==> src/hw/rtl/fmrs_pkg.sv <==
// Shared types, constants and the F-number table for the score stream FM register sequencer.
// Used by fmrs_front, fmrs_queue, fmrs_back and the top level; depends on nothing.
package fmrs_pkg;

    localparam int SPEED_W         = 16;
    localparam int DELAY_HI_W      = 7;
    localparam int DELAY_W         = 24;
    localparam int PROD_W          = DELAY_HI_W + 8 + SPEED_W;
    localparam int QUEUE_DEPTH_DEF = 4;

    localparam logic [SPEED_W-1:0] SPEED_RESET    = 16'd256;
    localparam logic [DELAY_W-1:0] NOTE_OFF_DELAY = 24'd20;

    localparam logic [3:0] CMD_NOTE_OFF = 4'h8;
    localparam logic [3:0] CMD_NOTE_ON  = 4'h9;
    localparam logic [3:0] CMD_RESTART  = 4'hE;
    localparam logic [3:0] CMD_STOP     = 4'hF;

    localparam logic [3:0] ADDR_FNUM_LO = 4'h1;
    localparam logic [3:0] ADDR_KEY_OCT = 4'h2;

    localparam logic [7:0] OCT_TOP_NOTE  = 8'd107;
    localparam logic [2:0] OCT_MAX       = 3'd7;
    localparam logic [7:0] RECIP12_MUL   = 8'd171;
    localparam int         RECIP12_SHIFT = 11;
    localparam logic [7:0] NOTES_PER_OCT = 8'd12;

    typedef enum logic [1:0] {
        KIND_WRITE   = 2'd0,
        KIND_ADVANCE = 2'd1,
        KIND_STOP    = 2'd2,
        KIND_RESTART = 2'd3
    } t_kind;

    typedef enum logic [1:0] {
        PH_CMD      = 2'd0,
        PH_NOTE     = 2'd1,
        PH_DELAY_LO = 2'd2
    } t_phase;

    typedef struct packed {
        t_kind      kind;
        logic [3:0] chan;
        logic [7:0] data_lo;
        logic [7:0] data_hi;
    } t_cmd;

    function automatic logic [8:0] fnum_lookup(input logic [3:0] idx);
        logic [8:0] f;
        case (idx)
            4'd0:    f = 9'd172;
            4'd1:    f = 9'd181;
            4'd2:    f = 9'd192;
            4'd3:    f = 9'd204;
            4'd4:    f = 9'd216;
            4'd5:    f = 9'd229;
            4'd6:    f = 9'd242;
            4'd7:    f = 9'd257;
            4'd8:    f = 9'd272;
            4'd9:    f = 9'd288;
            4'd10:   f = 9'd305;
            4'd11:   f = 9'd323;
            default: f = 9'd0;
        endcase
        return f;
    endfunction

endpackage

==> src/hw/rtl/fmrs_front.sv <==
// Front end: accepts score bytes and ticks, tracks parse phase, delay and tick count,
// and turns each item that causes results into one command. Depends on fmrs_pkg.
module fmrs_front (
    input  logic                          i_clk,
    input  logic                          i_rst_n,
    input  logic                          i_cfg_wr_en,
    input  logic [fmrs_pkg::SPEED_W-1:0]  i_cfg_wr_data,
    input  logic                          i_accept,
    input  logic                          i_mode,
    input  logic [7:0]                    i_score_byte,
    output logic                          o_push,
    output fmrs_pkg::t_cmd                o_cmd
);

    fmrs_pkg::t_phase                  r_phase, n_phase;
    logic [fmrs_pkg::SPEED_W-1:0]      r_speed;
    logic [3:0]                        r_chan, n_chan;
    logic [fmrs_pkg::DELAY_HI_W-1:0]   r_delay_hi, n_delay_hi;
    logic [fmrs_pkg::DELAY_W-1:0]      r_delay, n_delay;
    logic [fmrs_pkg::DELAY_W-1:0]      r_tick, n_tick;

    logic [15:0]                       q_prod;
    logic [4:0]                        note_q;
    logic [7:0]                        note_r;
    logic [8:0]                        fnum;
    logic [2:0]                        oct;
    logic [fmrs_pkg::PROD_W-1:0]       delay_prod;
    logic [3:0]                        cmd_code;

    assign q_prod     = 16'(i_score_byte) * 16'(fmrs_pkg::RECIP12_MUL);
    assign note_q     = q_prod[15:fmrs_pkg::RECIP12_SHIFT];
    assign note_r     = i_score_byte - 8'(note_q) * fmrs_pkg::NOTES_PER_OCT;
    assign fnum       = fmrs_pkg::fnum_lookup(note_r[3:0]);
    assign oct        = (i_score_byte > fmrs_pkg::OCT_TOP_NOTE) ? fmrs_pkg::OCT_MAX
                                                                : note_q[2:0];
    assign delay_prod = fmrs_pkg::PROD_W'({r_delay_hi, i_score_byte})
                      * fmrs_pkg::PROD_W'(r_speed);
    assign cmd_code   = i_score_byte[7:4];

    always_comb begin
        n_phase = r_phase;
        if (i_accept && !i_mode) begin
            unique case (r_phase)
                fmrs_pkg::PH_NOTE:     n_phase = fmrs_pkg::PH_CMD;
                fmrs_pkg::PH_DELAY_LO: n_phase = fmrs_pkg::PH_CMD;
                default: begin
                    if (cmd_code == fmrs_pkg::CMD_NOTE_ON) begin
                        n_phase = fmrs_pkg::PH_NOTE;
                    end else if (!i_score_byte[7]) begin
                        n_phase = fmrs_pkg::PH_DELAY_LO;
                    end else begin
                        n_phase = fmrs_pkg::PH_CMD;
                    end
                end
            endcase
        end
    end

    always_comb begin
        n_chan     = r_chan;
        n_delay_hi = r_delay_hi;
        n_delay    = r_delay;
        n_tick     = r_tick;
        o_push     = 1'b0;
        o_cmd      = '{kind: fmrs_pkg::KIND_WRITE, chan: r_chan, data_lo: 8'd0, data_hi: 8'd0};
        if (i_accept) begin
            if (i_mode) begin
                if (r_tick > r_delay) begin
                    n_tick     = '0;
                    o_push     = 1'b1;
                    o_cmd.kind = fmrs_pkg::KIND_ADVANCE;
                end else begin
                    n_tick = r_tick + 1'b1;
                end
            end else begin
                unique case (r_phase)
                    fmrs_pkg::PH_NOTE: begin
                        o_push        = 1'b1;
                        o_cmd.data_lo = fnum[7:0];
                        o_cmd.data_hi = {3'b000, 1'b1, oct, fnum[8]};
                    end
                    fmrs_pkg::PH_DELAY_LO: begin
                        n_delay = fmrs_pkg::DELAY_W'(delay_prod[fmrs_pkg::PROD_W-1:8]);
                    end
                    default: begin
                        unique case (cmd_code)
                            fmrs_pkg::CMD_NOTE_ON: begin
                                n_chan = i_score_byte[3:0];
                            end
                            fmrs_pkg::CMD_NOTE_OFF: begin
                                o_push     = 1'b1;
                                o_cmd.chan = i_score_byte[3:0];
                                n_delay    = fmrs_pkg::NOTE_OFF_DELAY;
                            end
                            fmrs_pkg::CMD_STOP: begin
                                o_push     = 1'b1;
                                o_cmd.kind = fmrs_pkg::KIND_STOP;
                            end
                            fmrs_pkg::CMD_RESTART: begin
                                o_push     = 1'b1;
                                o_cmd.kind = fmrs_pkg::KIND_RESTART;
                                n_delay    = '0;
                                n_tick     = '0;
                            end
                            default: begin
                                if (!i_score_byte[7]) begin
                                    n_delay_hi = i_score_byte[6:0];
                                end
                            end
                        endcase
                    end
                endcase
            end
        end
    end

    always_ff @(posedge i_clk) begin
        if (!i_rst_n) begin
            r_phase    <= fmrs_pkg::PH_CMD;
            r_speed    <= fmrs_pkg::SPEED_RESET;
            r_chan     <= '0;
            r_delay_hi <= '0;
            r_delay    <= '0;
            r_tick     <= '0;
        end else begin
            r_phase    <= n_phase;
            r_chan     <= n_chan;
            r_delay_hi <= n_delay_hi;
            r_delay    <= n_delay;
            r_tick     <= n_tick;
            if (i_cfg_wr_en) begin
                r_speed <= i_cfg_wr_data;
            end
        end
    end

endmodule

==> src/hw/rtl/fmrs_queue.sv <==
// Short command queue between the front end and the result sequencer.
// Register based, one push and one pop a cycle; a push while full or a pop while empty is ignored.
module fmrs_queue #(
    parameter int DEPTH = fmrs_pkg::QUEUE_DEPTH_DEF
) (
    input  logic           i_clk,
    input  logic           i_rst_n,
    input  logic           i_push,
    input  fmrs_pkg::t_cmd i_cmd,
    input  logic           i_pop,
    output fmrs_pkg::t_cmd o_head,
    output logic           o_empty,
    output logic           o_full
);

    localparam int PTR_W = (DEPTH > 1) ? $clog2(DEPTH) : 1;
    localparam int CNT_W = $clog2(DEPTH + 1);

    fmrs_pkg::t_cmd   r_mem [DEPTH];
    logic [PTR_W-1:0] r_wptr, n_wptr;
    logic [PTR_W-1:0] r_rptr, n_rptr;
    logic [CNT_W-1:0] r_count, n_count;
    logic             do_push, do_pop;

    assign o_empty = (r_count == '0);
    assign o_full  = (r_count == CNT_W'(DEPTH));
    assign o_head  = r_mem[r_rptr];
    assign do_push = i_push && !o_full;
    assign do_pop  = i_pop && !o_empty;

    always_comb begin
        n_wptr  = r_wptr;
        n_rptr  = r_rptr;
        n_count = r_count;
        if (do_push) begin
            n_wptr = (r_wptr == PTR_W'(DEPTH - 1)) ? '0 : r_wptr + 1'b1;
        end
        if (do_pop) begin
            n_rptr = (r_rptr == PTR_W'(DEPTH - 1)) ? '0 : r_rptr + 1'b1;
        end
        if (do_push && !do_pop) begin
            n_count = r_count + 1'b1;
        end else if (do_pop && !do_push) begin
            n_count = r_count - 1'b1;
        end
    end

    always_ff @(posedge i_clk) begin
        if (!i_rst_n) begin
            r_wptr  <= '0;
            r_rptr  <= '0;
            r_count <= '0;
        end else begin
            r_wptr  <= n_wptr;
            r_rptr  <= n_rptr;
            r_count <= n_count;
        end
    end

    always_ff @(posedge i_clk) begin
        if (do_push) begin
            r_mem[r_wptr] <= i_cmd;
        end
    end

endmodule

==> src/hw/rtl/fmrs_back.sv <==
// Result sequencer: expands each queued command into one or two result words
// and holds them in an output register. Depends on fmrs_pkg.
module fmrs_back (
    input  logic           i_clk,
    input  logic           i_rst_n,
    input  fmrs_pkg::t_cmd i_head,
    input  logic           i_empty,
    output logic           o_pop,
    input  logic           i_out_stall,
    output logic           o_out_valid,
    output logic [1:0]     o_kind,
    output logic [7:0]     o_reg_addr,
    output logic [7:0]     o_reg_data,
    output logic           o_last
);

    logic             r_valid, n_valid;
    logic             r_second, n_second;
    fmrs_pkg::t_kind  r_kind, n_kind;
    logic [7:0]       r_addr, n_addr;
    logic [7:0]       r_data, n_data;
    logic             r_last, n_last;
    logic             load;
    logic             is_write;

    assign load     = !r_valid || !i_out_stall;
    assign is_write = (i_head.kind == fmrs_pkg::KIND_WRITE);

    always_comb begin
        n_valid  = r_valid;
        n_second = r_second;
        n_kind   = r_kind;
        n_addr   = r_addr;
        n_data   = r_data;
        n_last   = r_last;
        o_pop    = 1'b0;
        if (load) begin
            n_valid = 1'b0;
            if (r_second) begin
                n_valid  = 1'b1;
                n_kind   = fmrs_pkg::KIND_WRITE;
                n_addr   = {fmrs_pkg::ADDR_KEY_OCT, i_head.chan};
                n_data   = i_head.data_hi;
                n_last   = 1'b1;
                n_second = 1'b0;
                o_pop    = 1'b1;
            end else if (!i_empty) begin
                n_valid = 1'b1;
                n_kind  = i_head.kind;
                n_addr  = is_write ? {fmrs_pkg::ADDR_FNUM_LO, i_head.chan} : 8'd0;
                n_data  = is_write ? i_head.data_lo : 8'd0;
                n_last  = !is_write;
                if (is_write) begin
                    n_second = 1'b1;
                end else begin
                    o_pop = 1'b1;
                end
            end
        end
    end

    always_ff @(posedge i_clk) begin
        if (!i_rst_n) begin
            r_valid  <= 1'b0;
            r_second <= 1'b0;
        end else begin
            r_valid  <= n_valid;
            r_second <= n_second;
        end
    end

    always_ff @(posedge i_clk) begin
        r_kind <= n_kind;
        r_addr <= n_addr;
        r_data <= n_data;
        r_last <= n_last;
    end

    assign o_out_valid = r_valid;
    assign o_kind      = r_kind;
    assign o_reg_addr  = r_addr;
    assign o_reg_data  = r_data;
    assign o_last      = r_last;

endmodule

==> src/hw/rtl/score_stream_fm_register_sequencer_unit.sv <==
// Score stream FM register sequencer top level, built from fmrs_front, fmrs_queue, fmrs_back.
// Throughput: one input item per cycle while the queue has room; one result word per cycle
// while not stalled. A command is registered in the queue, then in the output register as its
// first word; a note-on's second word follows. The queue depth sets how far the two sides slip.
// Reset: synchronous active low; clears parse state, delay, tick count, queue and output valid,
// and sets the speed reciprocal to 1.0.
module score_stream_fm_register_sequencer_unit #(
    parameter int QUEUE_DEPTH = fmrs_pkg::QUEUE_DEPTH_DEF
) (
    input  logic                         i_clk,
    input  logic                         i_rst_n,
    input  logic                         i_cfg_wr_en,
    input  logic [fmrs_pkg::SPEED_W-1:0] i_cfg_wr_data,
    input  logic                         i_in_valid,
    output logic                         o_in_stall,
    input  logic                         i_mode,
    input  logic [7:0]                   i_score_byte,
    output logic                         o_out_valid,
    input  logic                         i_out_stall,
    output logic [1:0]                   o_kind,
    output logic [7:0]                   o_reg_addr,
    output logic [7:0]                   o_reg_data,
    output logic                         o_last
);

    logic           accept;
    logic           push;
    logic           pop;
    logic           q_empty;
    logic           q_full;
    fmrs_pkg::t_cmd cmd;
    fmrs_pkg::t_cmd head;

    assign o_in_stall = q_full;
    assign accept     = i_in_valid && !q_full;

    fmrs_front u_front (
        .i_clk         (i_clk),
        .i_rst_n       (i_rst_n),
        .i_cfg_wr_en   (i_cfg_wr_en),
        .i_cfg_wr_data (i_cfg_wr_data),
        .i_accept      (accept),
        .i_mode        (i_mode),
        .i_score_byte  (i_score_byte),
        .o_push        (push),
        .o_cmd         (cmd)
    );

    fmrs_queue #(
        .DEPTH (QUEUE_DEPTH)
    ) u_queue (
        .i_clk   (i_clk),
        .i_rst_n (i_rst_n),
        .i_push  (push),
        .i_cmd   (cmd),
        .i_pop   (pop),
        .o_head  (head),
        .o_empty (q_empty),
        .o_full  (q_full)
    );

    fmrs_back u_back (
        .i_clk       (i_clk),
        .i_rst_n     (i_rst_n),
        .i_head      (head),
        .i_empty     (q_empty),
        .o_pop       (pop),
        .i_out_stall (i_out_stall),
        .o_out_valid (o_out_valid),
        .o_kind      (o_kind),
        .o_reg_addr  (o_reg_addr),
        .o_reg_data  (o_reg_data),
        .o_last      (o_last)
    );

endmodule
==> config.mk <==
export PLATFORM = sky130hd
export DESIGN_NAME = score_stream_fm_register_sequencer_unit
export DESIGN_NICKNAME = d
export VERILOG_FILES = /design/src/hw/rtl/fmrs_pkg.sv /design/src/hw/rtl/fmrs_front.sv /design/src/hw/rtl/fmrs_queue.sv /design/src/hw/rtl/fmrs_back.sv /design/src/hw/rtl/score_stream_fm_register_sequencer_unit.sv
export SDC_FILE = /design/constraint.sdc
export NUM_CORES = 1
export LEC_CHECK = 0
export BUFFER_PORTS_ARGS = -buffer_cell sky130_fd_sc_hd__buf_2
export CORE_MARGIN = 2
export CORE_UTILIZATION = 25
export CTS_CLUSTER_SIZE = 25
export DETAILED_ROUTE_END_ITERATION = 8
export GPL_TIMING_DRIVEN = 0
export MAX_ROUTING_LAYER = met4
export PLACE_DENSITY_LB_ADDON = 0.15
export SETUP_SLACK_MARGIN = 0.02
export SYNTH_ARGS = -nofsm -noshare
export SYNTH_HDL_FRONTEND = slang
export SYNTH_HIERARCHICAL = 1
export SYNTH_SLANG_ARGS = --single-unit
==> constraint.sdc <==
create_clock -name i_clk -period 7.24 [get_ports i_clk]
set_input_delay 0.362 -clock i_clk [delete_from_list [all_inputs] [get_ports i_clk]]
set_output_delay 0.362 -clock i_clk [all_outputs]
set_load 0.02 [all_outputs]
# ---- Word-level counts from Yosys, hierarchy flattened
# Memory sizes are Yosys's and may differ from the RTL's. A register that Yosys moved wholly into a read port is not among the register bits.
# Cells that the tools add are included.
dict set report classes {
  reduce_logical 28
  n_addsub 6
  shifts 0
  muxes 48
  magnitude_cmp 2
  div 0
  bitwise 5
  n_mul 3
  n_eq_ne 11
}
# operator count
set op_table {}
lappend op_table {{2-to-1 mux 24 bit} 4}
lappend op_table {{case mux 24 bit (2 select lines)} 2}
lappend op_table {{2-to-1 mux 8 bit} 4}
lappend op_table {{multiplier 15 x 16 -> 31 bit} 1}
lappend op_table {{adder 24 x 1 -> 24 bit (second input constant)} 1}
lappend op_table {{> comparator 24 bit} 1}
lappend op_table {{2-to-1 mux 22 bit} 1}
lappend op_table {{2-to-1 mux 20 bit} 1}
lappend op_table {{2-to-1 mux 2 bit} 9}
lappend op_table {{2-to-1 mux 1 bit} 17}
lappend op_table {{== test 4 bit (second input constant)} 4}
lappend op_table {{multiplier 8 x 8 -> 16 bit (second input constant)} 1}
lappend op_table {{2-to-1 mux 16 bit} 1}
lappend op_table {{2-to-1 mux 3 bit} 3}
lappend op_table {{> comparator 8 x 7 -> 1 bit (second input constant)} 1}
lappend op_table {{logical NOT 1 bit} 8}
lappend op_table {{2-to-1 mux 4 bit} 2}
lappend op_table {{AND reduction 4 bit} 2}
lappend op_table {{== test 2 bit (second input constant)} 3}
lappend op_table {{logical AND 1 bit} 6}
lappend op_table {{2-to-1 mux 6 bit} 1}
lappend op_table {{multiplier 5 x 2 -> 2 bit (second input constant)} 1}
lappend op_table {{2-to-1 mux 5 bit} 1}
lappend op_table {{NOT 1 bit} 5}
lappend op_table {{other kinds (21)} 23}
dict set report totals {
  ff_bits 105
  mem_count 2
  word_cells 121
  output_inout_bits 21
  ramBits 88
  latchBits 0
  input_bits 30
  mem_bits_ro 144
}
# name depth width read_ports rd_ports_with_merged_regs wr line
set memory_table {}
lappend memory_table {{(no name shown)} 16 9 1 0 0 fmrs_pkg.sv:50} ;# case (idx)
lappend memory_table {u_queue.r_mem 4 22 1 1 1 fmrs_queue.sv:19} ;# fmrs_pkg::t_cmd r_mem [DEPTH];

# ---- Logic depth before layout (Yosys ltp)
# Gate-level depths: netlist (run 1).
dict set report logic_depth {
  ltp_word 11
  ltp_mapped 23
  ltp_nobuf 22
}

# ---- Cells and area by module
# Netlist (run 1), hierarchy kept.
# mod n_inst seq_area_each_um2 cells_each area_per_inst_um2
set by_module_without_submodules {}
lappend by_module_without_submodules {fmrs_front 1 1521.5 1485 12914.9}
lappend by_module_without_submodules {fmrs_queue 1 2822.7 165 3731.1}
lappend by_module_without_submodules {fmrs_back 1 550.5 49 767.0}
lappend by_module_without_submodules {score_stream_fm_register_sequencer_unit 1 0.0 1 13.8}

# ---- Least setup slack after synthesis (run 1)
# No wires, ideal clock.
dict set report synth_timing {
  path_type {input -> register}
  from {in i_score_byte[7]}
  to {reg u_front/r_delay[16] (netlist name)}
  arrival_ps 6202
  stages 21
  path_slack_ps 921
  cell_sequence {clkbuf_1 -> buf_1 -> nand2_1 -> fa_1 -> fa_1 -> inv_1 -> fa_1 -> fa_1 -> fa_1 -> inv_1 -> fa_1 -> inv_1 -> ha_1 -> a21o_1 -> a221o_1 -> a2111o_1 -> a31o_1 -> a21oi_2 -> o21bai_2 -> a211oi_2 -> o21ai_1}
}
dict set report synth_between {
  elab_chain_len 3
  elab_cells_between_ends 6
  classes_between {mul (1); eq/ne (2); mux (1); reduce/logical (2)}
}
# item line
set synth_rtl {}
lappend synth_rtl {{start, declared} score_stream_fm_register_sequencer_unit.sv:17} ;# input logic [7:0] i_score_byte,
lappend synth_rtl {{parallel branches: the longest is 3 deep, another holds multiplier 15 x 16 -> 31 bit} n/a}
lappend synth_rtl {{end signal, assigned} fmrs_front.sv:129} ;# r_delay <= n_delay;
lappend synth_rtl {{end, declared} fmrs_front.sv:19} ;# logic [fmrs_pkg::DELAY_W-1:0] r_delay, n_delay;
# Parallel ways; which one is timed is not known.
# A chain may end at the register's enable or synchronous reset.

# ---- Worst setup path after layout (run 1)
dict set report layout_timing {
  from {reg u_front/r_delay_hi[1] (netlist name)}
  to {reg u_front/r_delay[21] (netlist name)}
}
dict set report layout_between {
  elab_chain_len 2
}
# item line
set layout_rtl {}
lappend layout_rtl {{start, declared} fmrs_front.sv:18} ;# logic [fmrs_pkg::DELAY_HI_W-1:0] r_delay_hi, n_delay_hi;
lappend layout_rtl {{start signal, assigned} fmrs_front.sv:128} ;# r_delay_hi <= n_delay_hi;
lappend layout_rtl {{multiplier 15 x 16 -> 31 bit} fmrs_front.sv:37} ;# * fmrs_pkg::PROD_W'(r_speed);
lappend layout_rtl {{case mux 24 bit (2 select lines)} fmrs_front.sv:76} ;# unique case (r_phase)
# Every way passes these cells.

==> impl_metrics.ini, run 1 <==
[detailed_routing]
avgRoutedWirePerCell_um = 16.7
vias_per_cell = 4.30
drc = 0
drt_iter0_markers = 545
vias = 11600
totalWireLength_um = 45200
ant_nets = 0
dr.pass1.iters = 5

[logic_synthesis]
synth_simple_gate_area_share_pct = 15.3
synth_compound_area_share_pct = 6.47
synth_top_area_share_pct = 21.9
netlist_area_um2 = 17400
synth_seq_cells = 192
synth-warning-count = 6
synth_fa_ha_area_share_pct = 34.4
async_reset_ff_share_pct = 0
ys.flop_type = edfxtp_1
ys_top_cells_by_area = fa_1 (22%), edfxtp_1 (18%), ha_1 (12%)
synth-edff-count = 105
ys_seq_area_share_pct = 28.1
synth_cell_types = 72
yosys.area.top_type = fa_1
syn_inst = 1700
synth_xor_area_share_pct = 2.66
synthMuxAreaShare_pct = 5.02
synth_area_per_cell_um2 = 10.3
synth_top_family_by_area = adder cells

[cells_and_area]
utilization_pct = 28.3
layout-drive-gt1-share_pct = 7.93
syn2layout_area_growth_pct = 11.8
final_area_um2 = 19500
nets = 2160
layout.cells.non_filler = 2711
num-fill-cells = 7241

[flow_run]
drv_cap = 0

[clock_network]
cts_root_buffer = clkbuf_16
clockBufferDepth = 2
clk_latency_ns = 0.49
clk_pin_slew_worst_paths_ns = 0.09
cts_tree = yes
cts.sinks = 192
cts_inserted_buffers = 17
htree_levels = 4

[floorplan]
die_x_um = 268
start_util_pct = 25.3
placementRows = 96
die_h_um = 268
dieArea_um2 = 71800
coreArea_um2 = 68800
io_pins = 51

[sta]
finalClockSkew_ns = 0.0244
finalCriticalPeriod_ns = 6.95
setup_viol = 0
holdWs_ns = 0.131
setup_slack_ns = 0.291
slew_violations = 0
relSlewSlack_pct = 13.2
timing_hold_violations_final = 0
tns_ns = 0
worst_pin_slew_ns = 1.30
fmax_mhz = 144
grt_setup_unrepaired = false
period_share_pct = 96.0

[global_routing]
antenna_found_initial = 3
grt_pass1_vias = 12600
grt_overflow = 0
grtUsageTotal_pct = 13.9
grt_first_pass_wirelength_um = 73200
grt_max_degree = 23

[setup_path]
crit_type = reg2reg
path_max_fanout = 10
worstSetupEndpointType = flip-flop
worst_setup_path_start_kind = flip-flop
worst_ep_arrival_time_ns = 7.31
required_ns = 7.60

[place]
postPlaceCellArea_um2 = 18900
io_buffers = 46
dp_hpwl_um = 36200
placedCellCount = 2681
gp_congestion = 0.808
dp_slack_ns = -0.476

[power]
p_leak_nw = 8.78
powerDensity_nw_per_um2 = 199
max-vdd-ir-drop_mv = 0.148
p_total_mw = 3.88

[worst_hold_path]
hp-class = in2reg

[status]
outcome = completed
-- placed cells by master (no fill, tap or decap), types with 6 or more instances in the layout --
cell and instances:
dfxtp_2 8, clkbuf_1 25, a31oi_1 6, xor2_1 23, nand4_1 12, inv_1 293
nor2b_1 41, clkbuf_16 17, o21a_1 8, nor3_1 13, mux4_1 22, a21o_1 17
a22o_1 8, a21boi_0 7, a21oi_1 40, nand2_1 157, and3_1 9, mux2i_1 24
and2_1 157, ha_1 173, clkbuf_2 20, fa_1 191, dfxtp_1 79, nand3_1 34
a211oi_1 9, edfxtp_1 105, o21ai_0 30, buf_2 49, nor2_1 60, xnor2_1 30
-- path summary, 6_finish.rpt --
| check | to | slack (ns) | cells past startpoint | startpoint |
|---|---|---|---|---|
| worst max-delay path | u_front/r_delay[21]$_SDFFE_PN0P_ | 0.29 | 20 | u_front/r_delay_hi[1]$_SDFFE_PN0P_ |
| worst min-delay path | u_front/r_speed[7]$_SDFFE_PN0P_ | 0.13 | 3 | i_cfg_wr_data[7] |
| worst max register to register | u_front/r_delay[21]$_SDFFE_PN0P_ | 0.29 | 20 | u_front/r_delay_hi[1]$_SDFFE_PN0P_ |
| worst min register to register | u_front/r_delay[19]$_SDFFE_PN0P_ | 0.45 | 2 | u_front/r_delay[19]$_SDFFE_PN0P_ |
-- routing by layer --
layer | routed length (um) | GRT usage (%)
met1 | 21300 | 17.7
met2 | 22600 | 23.6
met3 | 882 | 1.80
met4 | 413 | 2.90
met5 | 0 | -
-- cell usage after synthesis (12+ instances only) --
cell type / number
xnor2_1: 30
nand3_1: 34
a21o_1: 17
nand4_1: 12
xor2_1: 23
o21ai_0: 30
and2_1: 157
dfxtp_1: 87
inv_1: 293
nor2_1: 60
ha_1: 173
mux2i_1: 24
nor3_1: 13
nand2_1: 157
clkbuf_1: 49
fa_1: 191
mux4_1: 22
a21oi_1: 41
edfxtp_1: 105
nor2b_1: 41
-- cell families after synthesis --
kind of cell / count (synthesis)
AND/OR/NAND/NOR: 513
adder cells (fa/ha/maj): 364
XOR/XNOR: 53
multiplexers: 51
AO/OA/AOI/OAI: 167
other: 2
buffers and inverters: 358
flip-flops: 192
-- final cells by class --
class / count / area, um2 / area share (%)
multi-input combinational: 1153 / 11100 / 57.2
sequential: 192 / 4900 / 25.2
tap: 931 / 1160 / 5.98
inverter: 293 / 1100 / 5.65
clock buffer: 17 / 425 / 2.18
buffer: 62 / 329 / 1.69
timing repair buffer: 47 / 245 / 1.26
clock inverter: 14 / 163 / 0.835
antenna: 2 / 5.00 / 0.0257
-- sequential cells by signal, summed over array words and instances, names as in the netlist, named ones only --
signal              count
u_back/o_out_valid      1
u_front/r_delay_hi      7
u_back/o_kind           2
u_queue/r_wptr          2
u_back/o_reg_addr       6
u_front/r_tick         24
u_back/o_last           1
u_queue/r_mem          88
u_front/r_phase         2
u_queue/r_rptr          2
u_front/r_chan          4
u_back/o_reg_data       8
u_front/r_delay        23
u_queue/r_count         3
u_front/r_speed        16
u_back/r_second         1
-- worst max-delay path: stages (launching register included) --
cell	delay (ns)
dfxtp_1	0.61
clkbuf_2	0.37
nand2_1	0.11
fa_1	0.49
inv_1	0.05
fa_1	0.48
fa_1	0.55
fa_1	0.54
fa_1	0.55
inv_1	0.05
fa_1	0.60
inv_1	0.09
ha_1	0.37
and3_1	0.21
a221o_1	0.36
a211oi_1	0.27
nand4_1	0.24
nand3_1	0.19
a21boi_0	0.11
or3_1	0.33
a32o_1	0.26
-- timing repair --
item	4_1_cts	5_1_grt
endpoints found under the setup margin	2	7
setup buffers	0	0
hold buffers	0	0
gates resized for setup	9	37
-- report_power, final --
group | total, mW | internal [mW] | switching (mW)
logic | 1.58 | 0.612 | 0.970
registers | 1.29 | 1.24 | 0.0504
clock network | 0.999 | 0.493 | 0.506
total | 3.88 | 2.35 | 1.53
No activity file was read; power rests on OpenSTA's default activity.
==> run 2: changes to the inputs <==
--- a/config.mk
+++ b/config.mk
@@ -6,6 +6,7 @@
 export NUM_CORES = 1
 export LEC_CHECK = 0
 export BUFFER_PORTS_ARGS = -buffer_cell sky130_fd_sc_hd__buf_2
+export CORE_ASPECT_RATIO = 1.2
 export CORE_MARGIN = 2
 export CORE_UTILIZATION = 25
 export CTS_CLUSTER_SIZE = 25
==> constraint.sdc (replaced) <==
create_clock -name i_clk -period 7.95 [get_ports i_clk]
set_input_delay 0.795 -clock i_clk [delete_from_list [all_inputs] [get_ports i_clk]]
set_output_delay 0.795 -clock i_clk [all_outputs]
set_load 0.02 [all_outputs]
==> run 2 against run 1 <==
Net effect:
- cell area decreased by 0.15%
- combinational power decreased by 9%
- sequential cell count unchanged
- clock skew decreased by 0.013 ns
- worst setup slack improved by 0.18 ns
- sequential power decreased by 9%
- global-route usage increased by 0.51 points
- first-iteration DRC count decreased by 16%
- worst hold slack improved by 0.32 ns
- clock-buffer cell count increased by 1
- largest cell class unchanged
- largest power group unchanged
- highest routed layer unchanged
==> impl_metrics.ini, run 2 (synthesis results as in run 1) <==
[clock_network]
clockBufferDepth = 2
cts_inserted_buffers = 17
cts_tree = yes
cts.sinks = 192
hold_buffers = 0
htree_levels = 4
clk_pin_slew_worst_paths_ns = 0.08
cts_resized = 0
post_cts_buffers = 0
cts_root_buffer = clkbuf_16
clk_latency_ns = 0.49

[power]
max-vdd-ir-drop_mv = 0.194
powerDensity_nw_per_um2 = 181
p_leak_nw = 8.72

[sta]
setup_viol = 0
period_share_pct = 94.0
grt_setup_unrepaired = false
finalClockSkew_ns = 0.0117
finalCriticalPeriod_ns = 7.48
worst_pin_slew_ns = 1.30
relSlewSlack_pct = 13.4
timing_hold_violations_final = 0
fmax_mhz = 134
setup_slack_ns = 0.473
tns_ns = 0
slew_violations = 0

[detailed_routing]
vias = 11800
vias_per_cell = 4.38
drt_iter0_markers = 460
drc = 0
ant_nets = 0
avgRoutedWirePerCell_um = 17.5
dr.pass1.iters = 5
totalWireLength_um = 47300

[setup_path]
crit_type = in2reg
slowest_delay_ns = 0.59
r2r_slack_ns = 0.57
r2r-end = u_front/r_delay[21]$_SDFFE_PN0P_
path_cells = buf_2 -> clkbuf_1 -> clkbuf_2 -> nand2_1 -> fa_1 -> fa_1 -> inv_1 -> fa_1 -> fa_1 -> fa_1 -> inv_1 -> fa_1 -> inv_1 -> ha_1 -> a21o_1 -> a221o_1 -> a211oi_1 -> nand4_1 -> nand3_1 -> a21boi_0 -> or3_1 -> a32o_1
worst_setup_path_start_kind = primary input
crit_slowest_cell = clkbuf_1
cp.depth = 22
path_max_fanout = 10
required_ns = 8.33
rr_worst_depth = 21
crit_buf_inv = 6
critical-path-top-delay-family = adder cells
cpMostUsedCell = fa_1
worst_ep_arrival_time_ns = 7.86
rr_startpoint = u_front/r_delay_hi[0]$_SDFFE_PN0P_
worstSetupEndpointType = flip-flop

[place]
postPlaceCellArea_um2 = 18800
io_buffers = 46
dp_hpwl_um = 38000
dp_slack_ns = -0.436
gp_congestion = 0.843

[floorplan]
dieArea_um2 = 71800
die_h_um = 293
coreArea_um2 = 69400
die_x_um = 245
io_pins = 51
start_util_pct = 25.1
placementRows = 106

[global_routing]
grt_pass1_vias = 13200
grt_overflow = 0
grt_max_degree = 23
grtUsageTotal_pct = 14.4
antenna_found_initial = 0
grt_first_pass_wirelength_um = 75600

[status]
outcome = completed

[cells_and_area]
n_antenna_cell = 0
syn2layout_area_growth_pct = 11.6
num-fill-cells = 7275
largest_reg_flops = 88
nets = 2163
multi_input_area_um2 = 11100
final_common_cell = inv_1
top_register = u_queue/r_mem
ff_latch_area_um2 = 4890
largestRegisters = u_queue/r_mem (88), u_front/r_tick (24), u_front/r_delay (23)
final_area_um2 = 19400
layout-drive-gt1-share_pct = 6.29
final_cell_mix = inv_1 (293), fa_1 (191), ha_1 (173), and2_1 (157), nand2_1 (157)

[worst_hold_path]
hold_path_depth = 2
hp-class = reg2reg
min_to = u_front/r_delay[13]$_SDFFE_PN0P_
min_from = u_front/r_delay[13]$_SDFFE_PN0P_

[flow_run]
drv_cap = 0
run 2: metrics by stage:
stage               util (%)  total power, mW  cells  hold slack, ns
global placement        27.1             2.64   2667           0.447
CTS                     28.0             3.60   2700           0.462
detailed placement      27.2             2.66   2668           0.442
floorplan                  -             2.22   1703           0.425
global route            28.0             3.81   2700           0.494
finish                  28.0             3.52   2700           0.454
run 2: tightest hold or removal path, cell delays in order (launching register included):
cell and delay, ns:
dfxtp_1 0.33, nand2_1 0.04, o21ai_0 0.05
run 2: layout make-up:
type | count | area share (%)
well taps | 918 | 5.91
inverters | 293 | 5.66
clock buffers | 18 | 2.21
plain buffers | 65 | 1.59
multi-input cells | 1153 | 57.3
flip-flops and latches | 192 | 25.2
clock inverters | 14 | 0.927
repair buffers | 47 | 1.26
run 2: worst max-delay path by stage:
| stage | start | end | slack [ns] |
|---|---|---|---|
| detailed placement | i_score_byte[7] | u_front/r_delay[21]$_SDFFE_PN0P_ | -0.44 |
| global route | i_score_byte[3] | u_front/r_delay[21]$_SDFFE_PN0P_ | 0.08 |
| CTS | i_score_byte[7] | u_front/r_delay[21]$_SDFFE_PN0P_ | 0.11 |
| global placement | i_score_byte[7] | u_front/r_delay[21]$_SDFFE_PN0P_ | -0.33 |
| finish | i_score_byte[7] | u_front/r_delay[21]$_SDFFE_PN0P_ | 0.47 |
| floorplan | i_score_byte[7] | u_front/r_delay[16]$_SDFFE_PN0P_ | 1.20 |
run 2: power by group:
group          internal, mW  leakage [nW]  total [mW]  switching (mW)
Sequential             1.13          1.76        1.18          0.0456
Combinational         0.553          6.66        1.43           0.878
Clock                 0.430         0.296       0.909           0.478
Total                  2.12          8.72        3.52            1.40
run 2: layer usage:
| metal | part of all wire, % | routed length (um) | global-route usage, % |
|---|---|---|---|
| met5 | 0 | 0 | - |
| met4 | 2.2 | 1040 | 4.48 |
| met3 | 2.0 | 963 | 1.85 |
| met2 | 54 | 25600 | 26.8 |
| met1 | 42 | 19600 | 15.8 |
==> run 3: changes to the inputs <==
--- a/config.mk
+++ b/config.mk
@@ -14,6 +14,7 @@
 export GPL_TIMING_DRIVEN = 0
 export MAX_ROUTING_LAYER = met4
 export PLACE_DENSITY_LB_ADDON = 0.15
+export RECOVER_POWER = 25
 export SETUP_SLACK_MARGIN = 0.02
 export SYNTH_ARGS = -nofsm -noshare
 export SYNTH_HDL_FRONTEND = slang
==> run 3 against run 2 <==
Net effect:
- critical endpoint unchanged
- cell area shrank 0.30%
- die area is the same
- non-clock buffer count is the same
- clock-buffer cell count is the same
- worst hold slack is the same
- sequential cell count is the same
- wire length grew 0.11%
==> impl_metrics.ini, run 3 (synthesis results as in run 1) <==
[power]
p_leak_nw = 8.64
max-vdd-ir-drop_mv = 0.194
powerDensity_nw_per_um2 = 180

[floorplan]
dieArea_um2 = 71800
die_x_um = 245
placementRows = 106
start_util_pct = 25.1
coreArea_um2 = 69400
die_h_um = 293
io_pins = 51

[place]
dp_slack_ns = -0.436
dp_hpwl_um = 38000
placedCellCount = 2668
gp_congestion = 0.843
io_buffers = 46

[global_routing]
grt_max_degree = 23
grt_pass1_vias = 13200
antenna_found_initial = 0
busiest_layer = met2
grt_use_met1_pct = 15.8
grt_first_pass_wirelength_um = 75600
grt_overflow = 0
grtUsageTotal_pct = 14.4
met2_usage_pct = 26.8
met3_usage_pct = 1.85

[clock_network]
hold_buffers = 0
cts_tree = yes
clk_latency_ns = 0.49
htree_levels = 4
cts.sinks = 192
cts_resized = 0
cts_inserted_buffers = 17
post_cts_buffers = 0
clk_pin_slew_worst_paths_ns = 0.08
cts_root_buffer = clkbuf_16
clockBufferDepth = 2

[sta]
finalCriticalPeriod_ns = 7.48
grt_setup_unrepaired = false
relSlewSlack_pct = 13.4
finalClockSkew_ns = 0.0115
timing_hold_violations_final = 0
worst_pin_slew_ns = 1.30
tns_ns = 0
holdWs_ns = 0.454
setup_slack_ns = 0.473
fmax_mhz = 134
setup_viol = 0
period_share_pct = 94.0
slew_violations = 0

[detailed_routing]
vias = 11800
ant_nets = 0
dr.pass1.iters = 5
drt_iter0_markers = 453
drc = 0
totalWireLength_um = 47300
avgRoutedWirePerCell_um = 17.5
vias_per_cell = 4.39

[cells_and_area]
syn2layout_area_growth_pct = 11.3
layout-drive-gt1-share_pct = 4.83
final_cell_mix = inv_1 (293), fa_1 (191), ha_1 (173), nand2_1 (157), and2_1 (153)
final_common_cell = inv_1
largestRegisters = u_queue/r_mem (88), u_front/r_tick (24), u_front/r_delay (23)
largest_reg_flops = 88
layout.cells.non_filler = 2700
n_antenna_cell = 0
nets = 2163
top_register = u_queue/r_mem
num-fill-cells = 7292

[setup_path]
worst_ep_arrival_time_ns = 7.86
critical-path-top-delay-family = adder cells
rr_worst_depth = 21
crit_slowest_cell = clkbuf_1
path_max_fanout = 10
required_ns = 8.33
slowest_delay_ns = 0.59
cp.depth = 22
worstSetupEndpointType = flip-flop
cpMostUsedCell = fa_1
worst_setup_path_start_kind = primary input
crit_buf_inv = 6
crit_type = in2reg
path_cells = buf_2 -> clkbuf_1 -> clkbuf_2 -> nand2_1 -> fa_1 -> fa_1 -> inv_1 -> fa_1 -> fa_1 -> fa_1 -> inv_1 -> fa_1 -> inv_1 -> ha_1 -> a21o_1 -> a221o_1 -> a211oi_1 -> nand4_1 -> nand3_1 -> a21boi_0 -> or3_1 -> a32o_1

[flow_run]
drv_cap = 0

[worst_hold_path]
hp-class = reg2reg
hold_path_depth = 2

[status]
outcome = completed
[run 3: cell count changes in the layout (fill, tap and decap cells not counted), sizes merged]
cell    delta
buf       -25
clkbuf    +25
[run 3: layout make-up]
cell class,instances,area (um2),area share [%]
repair buffers,47,209,1.08
multi-input cells,1153,11100,57.4
flip-flops and latches,192,4890,25.2
clock inverters,14,180,0.929
well taps,918,1150,5.92
plain buffers,65,300,1.55
inverters,293,1100,5.67
clock buffers,18,429,2.21
[run 3: routing by layer]
metal	part of all wire, %	wire, um	up-vias
met1	42	19600	5983
met5	0	0	-
met3	2.1	1010	54
met4	2.2	1040	0
li1	-	-	5667
met2	54	25600	144
[run 3: worst paths after layout]
| check | startpoint | slack, ns | end |
|---|---|---|---|
| max | i_score_byte[7] | 0.47 | u_front/r_delay[21]$_SDFFE_PN0P_ |
| min | u_front/r_delay[13]$_SDFFE_PN0P_ | 0.45 | u_front/r_delay[13]$_SDFFE_PN0P_ |
| max reg2reg | u_front/r_delay_hi[0]$_SDFFE_PN0P_ | 0.57 | u_front/r_delay[21]$_SDFFE_PN0P_ |
| min reg2reg | u_front/r_delay[13]$_SDFFE_PN0P_ | 0.45 | u_front/r_delay[13]$_SDFFE_PN0P_ |
[run 3: report_power, final]
part | internal (mW) | switching [mW]
clock | 0.430 | 0.478
sequential | 1.13 | 0.0459
combinational | 0.531 | 0.875
[run 3: worst min-delay path: stages (launching register included)]
cell and delay [ns]:
dfxtp_1 0.33, nand2_1 0.04, o21ai_0 0.05
[run 3: through the flow]
| stage | util, % | power [mW] | instance area [um2] |
|---|---|---|---|
| final | 28.0 | 3.49 | 19400 |
| after global routing | 28.0 | 3.79 | 19400 |
| after CTS | 28.0 | 3.60 | 19400 |
| after detailed placement | 27.2 | 2.66 | 18800 |
| after global placement | 27.1 | 2.64 | 18800 |
| after floorplan | - | 2.22 | 17400 |
